`config.mk`:
```
export PLATFORM = sky130hd
export DESIGN_NAME = serial_command_hex_parser_core_flat
export DESIGN_NICKNAME = d
export VERILOG_FILES = /design/src/rtl/schp_pkg.sv /design/src/rtl/schp_if.sv /design/src/rtl/serial_command_hex_parser_core.sv /design/src/flat_wrapper.sv
export SDC_FILE = /design/constraint.sdc
export NUM_CORES = 1
export LEC_CHECK = 0
export BUFFER_PORTS_ARGS = -buffer_cell sky130_fd_sc_hd__buf_2
export CAP_MARGIN = 20
export CORE_ASPECT_RATIO = 1.4
export CORE_MARGIN = 10
export CORE_UTILIZATION = 51
export DETAILED_ROUTE_END_ITERATION = 7
export PLACE_DENSITY = 0.81
export SLEW_MARGIN = 20
export SYNTH_ARGS = -nofsm -noshare
export SYNTH_HDL_FRONTEND = slang
export SYNTH_SLANG_ARGS = --single-unit
```
`constraint.sdc`:
```
create_clock -name clk -period 2.8 [get_ports clk]
set_clock_uncertainty 0.1 [all_clocks]
set_input_delay 0.28 -clock clk [delete_from_list [all_inputs] [get_ports clk]]
set_output_delay 0.28 -clock clk [all_outputs]
set_load 0.01 [all_outputs]
```
`src/rtl/schp_pkg.sv`:
```
`default_nettype none

package schp_pkg;

	localparam int PAYLOAD_DIGITS = 4;
	localparam int DIGIT_CNT_W    = 2;
	localparam int DELAY_W        = 16;
	localparam int NIBBLE_W       = 4;

	localparam logic [7:0] CH_ONE    = 8'h31;
	localparam logic [7:0] CH_TWO    = 8'h32;
	localparam logic [7:0] CH_PLAY   = 8'h70;
	localparam logic [7:0] CH_STOP   = 8'h73;
	localparam logic [7:0] CH_COMMA  = 8'h2c;
	localparam logic [7:0] CH_PERIOD = 8'h2e;
	localparam logic [7:0] CH_DELAY  = 8'h64;
	localparam logic [7:0] CH_ZERO   = 8'h30;
	localparam logic [7:0] CH_NINE   = 8'h39;
	localparam logic [7:0] CH_LC_A   = 8'h61;
	localparam logic [7:0] CH_LC_F   = 8'h66;

	typedef enum logic [2:0] {
		ACT_NONE     = 3'd0,
		ACT_TONE     = 3'd1,
		ACT_PLAY     = 3'd2,
		ACT_STOP     = 3'd3,
		ACT_OCT_DOWN = 3'd4,
		ACT_OCT_UP   = 3'd5,
		ACT_DELAY    = 3'd6
	} action_t;

	typedef struct packed {
		logic [7:0] rx_byte;
		logic       playing;
	} cmd_in_t;

	typedef struct packed {
		action_t              action;
		logic                 tone_index;
		logic [DELAY_W-1:0]   delay_value;
	} cmd_out_t;

endpackage

`default_nettype wire

```
`src/rtl/schp_if.sv`:
```
`default_nettype none

interface schp_in_if;
	logic              valid;
	logic              ready;
	schp_pkg::cmd_in_t data;

	modport source (output valid, output data, input ready);
	modport sink   (input valid, input data, output ready);
endinterface

interface schp_out_if;
	logic               valid;
	logic               ready;
	schp_pkg::cmd_out_t data;

	modport source (output valid, output data, input ready);
	modport sink   (input valid, input data, output ready);
endinterface

`default_nettype wire

```
`src/rtl/serial_command_hex_parser_core.sv`:
```
`default_nettype none
// channel | dir | payload                                  | transfer
// rx      | in  | rx_byte[7:0], playing                    | valid && ready
// res     | out | action[2:0], tone_index, delay_value[15:0] | valid && ready
//
// One byte per cycle unless res stalls; each byte gives one result, valid next cycle.
// Decode and parser state update sit between the state registers and the
// result register. arst_n resets the parser state and clears the result valid.
// rx.ready stays high while the result register is empty or being drained,
// so a stalled res side holds at most one result.

module serial_command_hex_parser_core (
	input  wire logic       clk,
	input  wire logic       arst_n,
	schp_in_if.sink         rx,
	schp_out_if.source      res
);

	logic                                  in_payload_q;
	logic [schp_pkg::DIGIT_CNT_W-1:0]      digit_count_q;
	logic [schp_pkg::DELAY_W-1:0]          accumulator_q;
	logic                                  payload_ok_q;
	logic                                  out_valid_q;
	schp_pkg::cmd_out_t                    out_data_q;

	logic                                  in_payload_n;
	logic [schp_pkg::DIGIT_CNT_W-1:0]      digit_count_n;
	logic [schp_pkg::DELAY_W-1:0]          accumulator_n;
	logic                                  payload_ok_n;
	schp_pkg::cmd_out_t                    result;
	logic                                  is_hex;
	logic [schp_pkg::NIBBLE_W-1:0]         nibble;
	logic                                  take;
	logic [7:0]                            b;

	assign rx.ready  = !out_valid_q || res.ready;
	assign take      = rx.valid && rx.ready;
	assign res.valid = out_valid_q;
	assign res.data  = out_data_q;
	assign b         = rx.data.rx_byte;

	always_comb begin
		is_hex = 1'b0;
		nibble = '0;
		if (b >= schp_pkg::CH_ZERO && b <= schp_pkg::CH_NINE) begin
			is_hex = 1'b1;
			nibble = schp_pkg::NIBBLE_W'(b - schp_pkg::CH_ZERO);
		end else if (b >= schp_pkg::CH_LC_A && b <= schp_pkg::CH_LC_F) begin
			is_hex = 1'b1;
			nibble = schp_pkg::NIBBLE_W'(b - schp_pkg::CH_LC_A + 8'd10);
		end
	end

	always_comb begin
		in_payload_n       = in_payload_q;
		digit_count_n      = digit_count_q;
		accumulator_n      = accumulator_q;
		payload_ok_n       = payload_ok_q;
		result.action      = schp_pkg::ACT_NONE;
		result.tone_index  = 1'b0;
		result.delay_value = '0;
		if (!in_payload_q) begin
			case (b)
				schp_pkg::CH_ONE: begin
					result.action = schp_pkg::ACT_TONE;
				end
				schp_pkg::CH_TWO: begin
					result.action     = schp_pkg::ACT_TONE;
					result.tone_index = 1'b1;
				end
				schp_pkg::CH_PLAY: begin
					if (!rx.data.playing) result.action = schp_pkg::ACT_PLAY;
				end
				schp_pkg::CH_STOP: begin
					if (rx.data.playing) result.action = schp_pkg::ACT_STOP;
				end
				schp_pkg::CH_COMMA: begin
					result.action = schp_pkg::ACT_OCT_DOWN;
				end
				schp_pkg::CH_PERIOD: begin
					result.action = schp_pkg::ACT_OCT_UP;
				end
				schp_pkg::CH_DELAY: begin
					payload_ok_n  = 1'b1;
					digit_count_n = '0;
					accumulator_n = '0;
					in_payload_n  = 1'b1;
				end
				default: begin
				end
			endcase
		end else begin
			if (is_hex) begin
				accumulator_n = {accumulator_q[schp_pkg::DELAY_W-schp_pkg::NIBBLE_W-1:0],
					nibble};
			end else begin
				payload_ok_n = 1'b0;
			end
			if (digit_count_q ==
				schp_pkg::DIGIT_CNT_W'(schp_pkg::PAYLOAD_DIGITS - 1)) begin
				if (payload_ok_n) begin
					result.action      = schp_pkg::ACT_DELAY;
					result.delay_value = accumulator_n;
				end
				in_payload_n  = 1'b0;
				digit_count_n = '0;
			end else begin
				digit_count_n = digit_count_q + 1'b1;
			end
		end
	end

	always_ff @(posedge clk or negedge arst_n) begin
		if (!arst_n) begin
			in_payload_q  <= 1'b0;
			digit_count_q <= '0;
			accumulator_q <= '0;
			payload_ok_q  <= 1'b1;
			out_valid_q   <= 1'b0;
		end else begin
			if (take) begin
				in_payload_q  <= in_payload_n;
				digit_count_q <= digit_count_n;
				accumulator_q <= accumulator_n;
				payload_ok_q  <= payload_ok_n;
				out_valid_q   <= 1'b1;
			end else if (res.ready) begin
				out_valid_q   <= 1'b0;
			end
		end
	end

	always_ff @(posedge clk) begin
		if (take) begin
			out_data_q <= result;
		end
	end

endmodule

`default_nettype wire

```
`src/flat_wrapper.sv`:
```
// flat-port wrapper written by rule: the top's interface ports become plain ports
module serial_command_hex_parser_core_flat 
  (clk, arst_n, rx_valid, rx_data, rx_ready, res_valid, res_data, res_ready);
  schp_in_if rx_i ();
  schp_out_if res_i ();
  input  wire logic clk;
  input  wire logic arst_n;
  input wire logic [$bits(rx_i.valid)-1:0] rx_valid;
  input wire logic [$bits(rx_i.data)-1:0] rx_data;
  output wire logic [$bits(rx_i.ready)-1:0] rx_ready;
  output wire logic [$bits(res_i.valid)-1:0] res_valid;
  output wire logic [$bits(res_i.data)-1:0] res_data;
  input wire logic [$bits(res_i.ready)-1:0] res_ready;
  assign rx_i.valid = rx_valid;
  assign rx_i.data = rx_data;
  assign rx_ready = rx_i.ready;
  assign res_valid = res_i.valid;
  assign res_data = res_i.data;
  assign res_i.ready = res_ready;
  serial_command_hex_parser_core u_core (.clk(clk), .arst_n(arst_n), .rx(rx_i), .res(res_i));
endmodule
```
==> qor.txt, run 1 <==
outcome -> finished clean
synthesized instance count -> 142
met1 global-route usage -> 12.96%
Mapped Avg Cell Area -> 12.31 sq um
met3 Use GR -> 3.667%
slowest cell delay on critical path -> 0.41 ns
top cell family by delay on the critical path -> simple AND/OR/NAND/NOR gates
vias per inst -> 5.882
DR pass1 iterations -> 4
sequential area share after synthesis -> 58.77%
cell taking the most area after synthesis -> edfxtp_1
overall power -> 1125 uW
Worst Path Max Fanout -> 11
vias in the first global route -> 1413
Syn. warnings -> 0
fin crit share -> 73.61%
CTS buffer count -> 5
total core area -> 3347 sq um
Post-route DRC -> 0
Synth top area share -> 34.36%
Worst Setup Path Type -> in2reg
initial antenna violation count -> 0
grt ovf -> 0
ys async rst share -> 45.95%
Synth Net Count -> 160
htree depth -> 2
placed cells -> 211
Syn Std Cell Area -> 1748 sq um
Post-synth EDFFs -> 20
DP HPWL -> 3.000 mm
slew margin rel. -> 66.26%
Period minus WS final -> 2.061 ns
largest net degree at the start of global routing -> 24
post-CTS setup buffer count -> 0
share of post-route cells with drive strength above 1 -> 28.89%
Root Driver -> clkbuf_8
RSZ-0062 raised after global routing -> false
Routability Congestion -> 0.9071
Die Width -> 69.48 um
type of destination of the critical path -> flip-flop
n_diodes -> 0
Top FF cell, synth -> edfxtp_1
Setup TNS Final -> 0 ns
Seq cells post-synth -> 37
fmax -> 485.2 MHz
first-pass GRT wire length -> 6.741 mm
post-layout util -> 61.16%
Worst Hold Class -> in2reg
Crit-path slowest cell -> nor2_1
height of the die -> 89.27 um
startpoint types -> primary input
Req. time, crit path -> 2.85 ns
worst skew pair latency -> 0.28 ns
number of routed nets with antenna violations -> 0
full die area -> 6202 sq um
cts hold-fix bufs -> 1
max cap viols -> 0
PwrDens -> 549.8 nW/um^2
Worst-Margin Slew -> 0.5042 ns
DR iter-0 viols -> 61
port buffer count -> 34
vias post-DR -> 1294
Final Hold Fails -> 0
clock sinks -> 37
CP cell instances -> buf_2 > inv_1 > ha_1 > nor4b_2 > nor4_4 > nor2_2 > nor2_1 > and2_1
Routed WL -> 3.937 mm
post-DR wirelength/cell -> 17.90 um
Static Leak -> 0.0008913 uW
Peak supply drop -> 353.1 uV
TritonCTS clock tree -> yes
Max Root-Sink Buffers -> 2
nets -> 197
CP arrival -> 2.11 ns
Cell variety after synth -> 39
Crit path buffers/inverters -> 2
GRT Max-Usage Layer -> met2
Post-Layout Cell Count -> 220
# rows -> 25
Final Slew Violations -> 0
initial core utilization -> 52.22%
area grow syn2layout -> 17.11%
gr usage total -> 13.49%
met2 GRT Util -> 24.92%
Setup-failing EPs final -> 0
num ports -> 35
Post-CTS Resized -> 0
synth top area cells -> edfxtp_1 34%, dfrtp_1 23%, a22o_1 4.5%
clk slew on worst S/H paths -> 0.07 ns
[through the flow]
step / hold WS, ns / worst slack (ns) / cell area, sq um
2_1_floorplan: -0.1156 / 0.7111 / 1748
3_3_place_gp: 0.1029 / 0.6013 / 1941
3_5_place_dp: 0.1131 / 0.4635 / 1941
4_1_cts: 0.1303 / 0.7500 / 2047
5_1_grt: 0.1376 / 0.5263 / 2047
6_report: 0.1384 / 0.7388 / 2047
[metal layers]
layer	routed length, um	vias up
li1	-	600
met1	1401	622
met2	2203	62
met3	239	10
met4	93	0
met5	0	-
[area by class of cell]
cell class / count / area [sq um]
fill: 258 / 1300
multi-input combinational: 93 / 659.4
tap: 40 / 50.05
inverter: 5 / 18.77
clock buffer: 6 / 82.58
timing repair buffer: 37 / 195.2
sequential: 37 / 1027
clock inverter: 2 / 13.76
[placed cells by master, fill, tap and decap left out, drive strengths merged, types with 3 or more instances in the layout]
cell type | synthesis | final
a21oi | 6 | 6
a22o | 9 | 9
and2 | 12 | 12
and3 | 3 | 3
buf | 4 | 36
clkbuf | 3 | 6
dfrtp | 16 | 16
edfxtp | 20 | 20
ha | 5 | 5
inv | 5 | 5
nand2 | 5 | 5
nand2b | 3 | 3
nand3 | 6 | 6
nor2 | 12 | 12
o21ai | 7 | 7
[cells in the mapped netlist, drive strengths merged, types with 3 or more instances]
library cell,instances
buf,4
and3,3
a22o,9
dfrtp,16
a21oi,6
clkbuf,3
nor2,12
nand2,5
nand3,6
inv,5
edfxtp,20
and2,12
nand2b,3
ha,5
o21ai,7
[cells by family after synthesis]
kind of cell,Yosys count,share of synthesized area [%]
and+or+nand+nor,53,19.76
buffers and inverters,12,3.507
adders and majority gates,5,3.579
AOI/OAI and AO/OA,33,13.24
DFF,37,58.77
muxes,2,1.145
[flip-flops by register name (all words and copies together) (netlist names)]
signal	count
u_core.digit_count_q	2
u_core.in_payload_q	1
u_core.accumulator_q	12
u_core.res.valid	1
u_core.payload_ok_q	1
u_core.res.data	20
[worst paths after layout]
path,startpoint,to,slack [ns],cells after the start
setup / recovery,rx_data[1],u_core.res.data[5],0.74,8
hold / removal,rx_valid,u_core.res.valid,0.14,2
setup reg to reg,u_core.res.valid,u_core.accumulator_q[6],0.85,7
hold reg to reg,u_core.accumulator_q[8],u_core.accumulator_q[8],0.40,1
max in group asynchronous,arst_n,u_core.payload_ok_q,1.95,2
min in group asynchronous,arst_n,u_core.accumulator_q[7],0.34,2
[power by group]
group / total [uW] / internal [uW] / switching [uW]
Sequential: 623 / 604 / 18.5
Combinational: 120 / 47.6 / 72.4
Clock: 383 / 199 / 184
Power figures use the tool's default switching activity.
==> run 2: changes to the inputs <==
--- a/config.mk
+++ b/config.mk
@@ -9,9 +9,9 @@
 export CAP_MARGIN = 20
 export CORE_ASPECT_RATIO = 1.4
 export CORE_MARGIN = 10
-export CORE_UTILIZATION = 51
+export CORE_UTILIZATION = 48
 export DETAILED_ROUTE_END_ITERATION = 7
-export PLACE_DENSITY = 0.81
+export PLACE_DENSITY = 0.8
 export SLEW_MARGIN = 20
 export SYNTH_ARGS = -nofsm -noshare
 export SYNTH_HDL_FRONTEND = slang
==> constraint.sdc (replaced) <==
create_clock -name clk -period 1.8 [get_ports clk]
set_clock_uncertainty 0.1 [all_clocks]
set_input_delay 0.18 -clock clk [delete_from_list [all_inputs] [get_ports clk]]
set_output_delay 0.18 -clock clk [all_outputs]
set_load 0.01 [all_outputs]
==> qor.txt, run 2 (same netlist as run 1, synthesis figures left out) <==
Worst Hold Class -> in2reg
htree depth -> 2 (unchanged)
initial antenna violation count -> 0 (unchanged)
Max Root-Sink Buffers -> 2 (unchanged)
most frequent cells in the layout -> 34 x buf_2, 20 x edfxtp_1, 16 x dfrtp_1, 15 x buf_4, 12 x and2_1
Root Driver -> clkbuf_8
DR iter-0 viols -> 59 (-3.3%)
Final Slew Violations -> 0 (unchanged)
fin crit share -> 87.86%
Worst-Margin Slew -> 0.5052 ns (+0.0009385 ns)
height of the die -> 91.40 um (+2.4%)
clk slew on worst S/H paths -> 0.07 ns (about the same)
vias in the first global route -> 1414 (+0.071%)
num ports -> 35 (unchanged)
area grow syn2layout -> 23.12%
slew margin rel. -> 66.20% (about the same)
Period minus WS final -> 1.582 ns
CTS buffer count -> 5 (unchanged)
post-DR wirelength/cell -> 16.85 um (-5.9%)
PwrDens -> 798.3 nW/um^2 (+45%)
Comb power frac -> 12.2% (+1.5 points)
Setup TNS Final -> 0 ns (unchanged)
post-CTS setup buffer count -> 0 (unchanged)
placed cells -> 224 (+6.2%)
max reg flops -> 20 (unchanged)
Setup-failing EPs final -> 0 (unchanged)
Worst Setup Path Type -> reg2reg
Peak supply drop -> 594.1 uV (+68%)
DP HPWL -> 3.054 mm (+1.8%)
# rows -> 25 (unchanged)
Worst Path Max Fanout -> 5 (-6)
first-pass GRT wire length -> 6.630 mm (-1.6%)
Post-route DRC -> 0 (unchanged)
Static Leak -> 0.0009403 uW (+5.5%)
max cap viols -> 0 (unchanged)
gr usage total -> 12.37% (-1.1 points)
share of post-route cells with drive strength above 1 -> 34.20% (+5.3 points)
commonest non-fill, non-tap cell in the layout -> buf_2
Die Width -> 71 um (+2.2%)
CP arrival -> 1.55 ns (-0.56 ns)
number of routed nets with antenna violations -> 0 (unchanged)
Clk network pwr share -> 31.6% (-2.4 points)
port buffer count -> 34 (unchanged)
Req. time, crit path -> 1.77 ns (-1.08 ns)
outcome -> finished clean
full die area -> 6489 sq um (+4.6%)
Routed WL -> 3.925 mm (-0.30%)
Routability Congestion -> 0.9071 (unchanged)
vias post-DR -> 1303 (+0.70%)
DR pass1 iterations -> 4 (unchanged)
n_diodes -> 0 (unchanged)
internal cell power -> 1301 uW (+53%)
Net Sw Power -> 416.9 uW (+52%)
clock sinks -> 37 (unchanged)
Post-Layout Cell Count -> 233 (+5.9%)
grt ovf -> 0 (unchanged)
worst skew pair latency -> 0.29 ns (about the same)
Final Hold Fails -> 0 (unchanged)
startpoint types -> flip-flop
nets -> 210 (+6.6%)
fmax -> 632.3 MHz
TritonCTS clock tree -> yes
total core area -> 3441 sq um (+2.8%)
type of destination of the critical path -> flip-flop
Flop pwr share -> 56.2% (+0.9 points)
vias per inst -> 5.592 (-4.9%)
largest net degree at the start of global routing -> 22 (-8.3%)
initial core utilization -> 50.80% (-1.4 points)
RSZ-0062 raised after global routing -> false
sw frac -> 24.27% (-0.12 points)
run 2: cell types whose count changed in the layout (fill, tap and decap cells not counted), sizes merged:
cell / before / now
clkbuf: 6 / 7
clkinv: 2 / 1
clkinvlp: 0 / 1
buf: 36 / 49
inv: 5 / 4
run 2: stage by stage:
stage	setup WS (ns)	util, %	instance area (sq um)	power [uW]	hold slack (ns)
after global placement	-0.002725	59.85	2059	1175	0.007854
after detailed placement	-0.1002	59.85	2059	1191	0.01530
after global routing	0.06875	62.55	2152	1794	0.03378
final	0.2184	62.55	2152	1718	0.03065
after floorplan	0.004307	-	1769	1090	-0.2156
after CTS	0.1323	62.47	2150	1723	0.02867
run 2: critical path, cell delays in order, from the launching register on:
cell,delay [ns]
dfrtp_1,0.38
ha_1,0.21
nand3_1,0.20
or2_2,0.39
o41ai_1,0.09
run 2: worst paths after layout:
path | from | to | slack [ns] | cells past startpoint
setup / recovery | u_core.digit_count_q[0] | u_core.res.data[18] | 0.22 | 4
hold / removal | rx_valid | u_core.res.valid | 0.03 | 2
setup reg to reg | u_core.digit_count_q[0] | u_core.res.data[18] | 0.22 | 4
hold reg to reg | u_core.accumulator_q[10] | u_core.accumulator_q[10] | 0.40 | 1
max in group asynchronous | arst_n | u_core.payload_ok_q | 1.04 | 2
min in group asynchronous | arst_n | u_core.accumulator_q[2] | 0.24 | 2
run 2: what timing repair did:
item | in CTS | in global routing
gates resized for setup | 0 | 1
endpoints found under the hold margin | 16 | 0
hold buffers | 1 | 0
setup endpoints to repair | 0 | 11
run 2: per-layer routing:
metal  up-vias  part of all wire (%)  global-route usage, %
li1        617                     -                      -
met5         -                     0                      0
met4         0                   1.9                  6.311
met3         6                   6.1                  3.922
met2        46                    56                  22.77
met1       634                    36                  11.76
run 2: final cells by class:
type | count | area, sq um
clock buffers | 7 | 76.32
clock inverters | 1 | 3.754
fillers | 283 | 1289
inverters | 5 | 22.52
multi-input cells | 93 | 679.4
flip-flops and latches | 37 | 1027
well taps | 40 | 50.05
repair buffers | 50 | 292.8
run 2: power by group through the flow:
stage                     Clock (uW)  Sequential, uW  Combinational [uW]
after floorplan                    0             988                 102
after global placement             0             977                 198
after detailed placement           0             982                 209
after CTS                        548             965                 211
after global routing             595             968                 232
final                            542             966                 210
==> run 3: changes to the inputs <==
--- a/config.mk
+++ b/config.mk
@@ -11,6 +11,7 @@
 export CORE_MARGIN = 10
 export CORE_UTILIZATION = 48
 export DETAILED_ROUTE_END_ITERATION = 7
+export HOLD_SLACK_MARGIN = 0.12
 export PLACE_DENSITY = 0.8
 export SLEW_MARGIN = 20
 export SYNTH_ARGS = -nofsm -noshare
==> qor.txt, run 3 (same netlist as run 1, synthesis figures left out) <==
Worst Hold Class -> in2reg
Period minus WS final -> 1.585 ns (+0.003082 ns)
largest net degree at the start of global routing -> 22 (unchanged)
Static Leak -> 0.0009477 uW (+0.79%)
Clk network pwr share -> 31.4% (-0.2 points)
R2R Path Start -> u_core.digit_count_q[0]
CTS buffer count -> 5 (unchanged)
placed cell areas -> 2059 sq um (unchanged)
port buffer count -> 34 (unchanged)
nets -> 212 (+0.95%)
Routed WL -> 3.932 mm (+0.18%)
number of routed nets with antenna violations -> 0 (unchanged)
Crit-path slowest cell -> dlygate4sd3_1
Worst-Margin Slew -> 0.5017 ns (-0.003497 ns)
post-layout util -> 63.13% (+0.58 points)
num ports -> 35 (unchanged)
PwrDens -> 791.0 nW/um^2 (-0.90%)
Peak supply drop -> 594.4 uV (about the same)
total core area -> 3441 sq um (unchanged)
RSZ-0062 raised after global routing -> false
vias in the first global route -> 1429 (+1.1%)
slowest cell delay on critical path -> 0.53 ns (+0.14 ns)
full die area -> 6489 sq um (unchanged)
most frequent cells in the layout -> 34 x buf_2, 20 x edfxtp_1, 16 x dfrtp_1, 15 x buf_4, 12 x and2_1
clk slew on worst S/H paths -> 0.07 ns (about the same)
Hold Crit Start -> rx_data[0]
area grow syn2layout -> 24.27%
Crit path buffers/inverters -> 3 (+3)
fmax -> 631.1 MHz (-0.19%)
Final Hold Fails -> 0 (unchanged)
height of the die -> 91.40 um (unchanged)
startpoint types -> primary input
Root Driver -> clkbuf_8
Flop pwr share -> 56.2% (about the same)
grt ovf -> 0 (unchanged)
Die Width -> 71 um (unchanged)
max cap viols -> 0 (unchanged)
outcome -> finished clean
first-pass GRT wire length -> 6.658 mm (+0.42%)
share of post-route cells with drive strength above 1 -> 33.85% (-0.35 points)
Routability Congestion -> 0.9071 (unchanged)
Post-route DRC -> 0 (unchanged)
Final Slew Violations -> 0 (unchanged)
# rows -> 25 (unchanged)
initial core utilization -> 50.80% (unchanged)
post-CTS setup buffer count -> 0 (unchanged)
Comb power frac -> 12.4% (+0.2 points)
Worst Setup Path Type -> in2reg
vias post-DR -> 1341 (+2.9%)
initial antenna violation count -> 0 (unchanged)
n_diodes -> 0 (unchanged)
Critical Path Start -> rx_valid
fillcell total -> 281 (-0.71%)
Net Sw Power -> 414.0 uW (-0.70%)
Max Root-Sink Buffers -> 2 (unchanged)
CP arrival -> 1.66 ns (+0.11 ns)
fin crit share -> 88.04% (+0.17 points)
vias per inst -> 5.706 (+2.0%)
DP HPWL -> 3.054 mm (unchanged)
post-DR wirelength/cell -> 16.73 um (-0.67%)
DR iter-0 viols -> 74 (+25%)
Req. time, crit path -> 1.87 ns (+0.10 ns)
DR pass1 iterations -> 5 (+1)
gr usage total -> 12.41% (+0.044 points)
htree depth -> 2 (unchanged)
Worst Path Max Fanout -> 10 (+5)
Setup-failing EPs final -> 0 (unchanged)
CP cell instances -> dlygate4sd3_1 > buf_2 > nand2_1 > clkinvlp_4 > o21ai_4 > a21o_1 > a22o_1
top cell family by delay on the critical path -> buffers and inverters
design area -> 2172 sq um (+0.93%)
type of destination of the critical path -> flip-flop
clock sinks -> 37 (unchanged)
internal cell power -> 1304 uW (+0.25%)
sw frac -> 24.10% (-0.17 points)
TritonCTS clock tree -> yes
max reg flops -> 20 (unchanged)
commonest non-fill, non-tap cell in the layout -> buf_2
slew margin rel. -> 66.43% (+0.23 points)
worst skew pair latency -> 0.29 ns (about the same)
[run 3: cell types whose count changed in the layout (fill, tap and decap cells not counted)]
| cell | change |
|---|---|
| dlygate4sd3_1 | +2 |
[run 3: timing repair]
| item | CTS | global route |
|---|---|---|
| hold buffers | 3 | 0 |
| endpoints found under the hold margin | 18 | 0 |
| gates resized for setup | 0 | 1 |
| setup endpoints to repair | 0 | 11 |
[run 3: metrics by stage]
| step | total power (uW) | hold slack, ns | setup TNS [ns] | setup slack, ns | std cells |
|---|---|---|---|---|---|
| 3_3_place_gp | 1175 | 0.007854 | -0.01606 | -0.002725 | 224 |
| 6_report | 1718 | 0.1962 | 0 | 0.2154 | 235 |
| 3_5_place_dp | 1191 | 0.01530 | -1.100 | -0.1002 | 224 |
| 4_1_cts | 1727 | 0.1845 | 0 | 0.1323 | 235 |
| 2_1_floorplan | 1090 | -0.2156 | 0 | 0.004307 | 142 |
| 5_1_grt | 1798 | 0.2300 | 0 | 0.06875 | 235 |
[run 3: worst register-to-register path, delay by kind of cell (launching register included)]
kind / cells / cell delay (ns)
AOI/OAI and AO/OA: 1 / 0.09
adders and majority gates: 1 / 0.21
and+or+nand+nor: 2 / 0.59
DFF: 1 / 0.38
[run 3: layout make-up]
class	count	area [sq um]	share of cell area [%]
Tap cell	40	50.05	2.304
Multi-Input combinational cell	93	679.4	31.28
Timing Repair Buffer	52	312.8	14.40
Inverter	5	22.52	1.037
Clock buffer	7	76.32	3.514
Sequential cell	37	1027	47.29
Clock inverter	1	3.754	0.1728
[run 3: layer usage]
layer  vias to the layer above  track usage (%)  part of all wire (%)
li1                        624                -                     -
met1                       643            11.76                    36
met4                         0            6.311                   3.1
met5                         -                0                     0
met3                        15            3.922                   6.5
met2                        59            22.92                    55
[run 3: final timing paths]
check | endpoint | slack (ns) | depth (start not counted)
worst max-delay path | u_core.accumulator_q[4] | 0.22 | 7
worst min-delay path | u_core.res.data[17] | 0.20 | 3
worst max register to register | u_core.res.data[18] | 0.22 | 4
worst min register to register | u_core.accumulator_q[10] | 0.40 | 1
max in group asynchronous | u_core.payload_ok_q | 1.04 | 2
min in group asynchronous | u_core.accumulator_q[2] | 0.24 | 2
[run 3: power by group through the flow]
stage | Sequential, uW | Clock (uW) | Combinational (uW)
2_1_floorplan | 988 | 0 | 102
3_3_place_gp | 977 | 0 | 198
3_5_place_dp | 982 | 0 | 209
4_1_cts | 965 | 548 | 215
5_1_grt | 968 | 595 | 236
6_report | 966 | 539 | 213
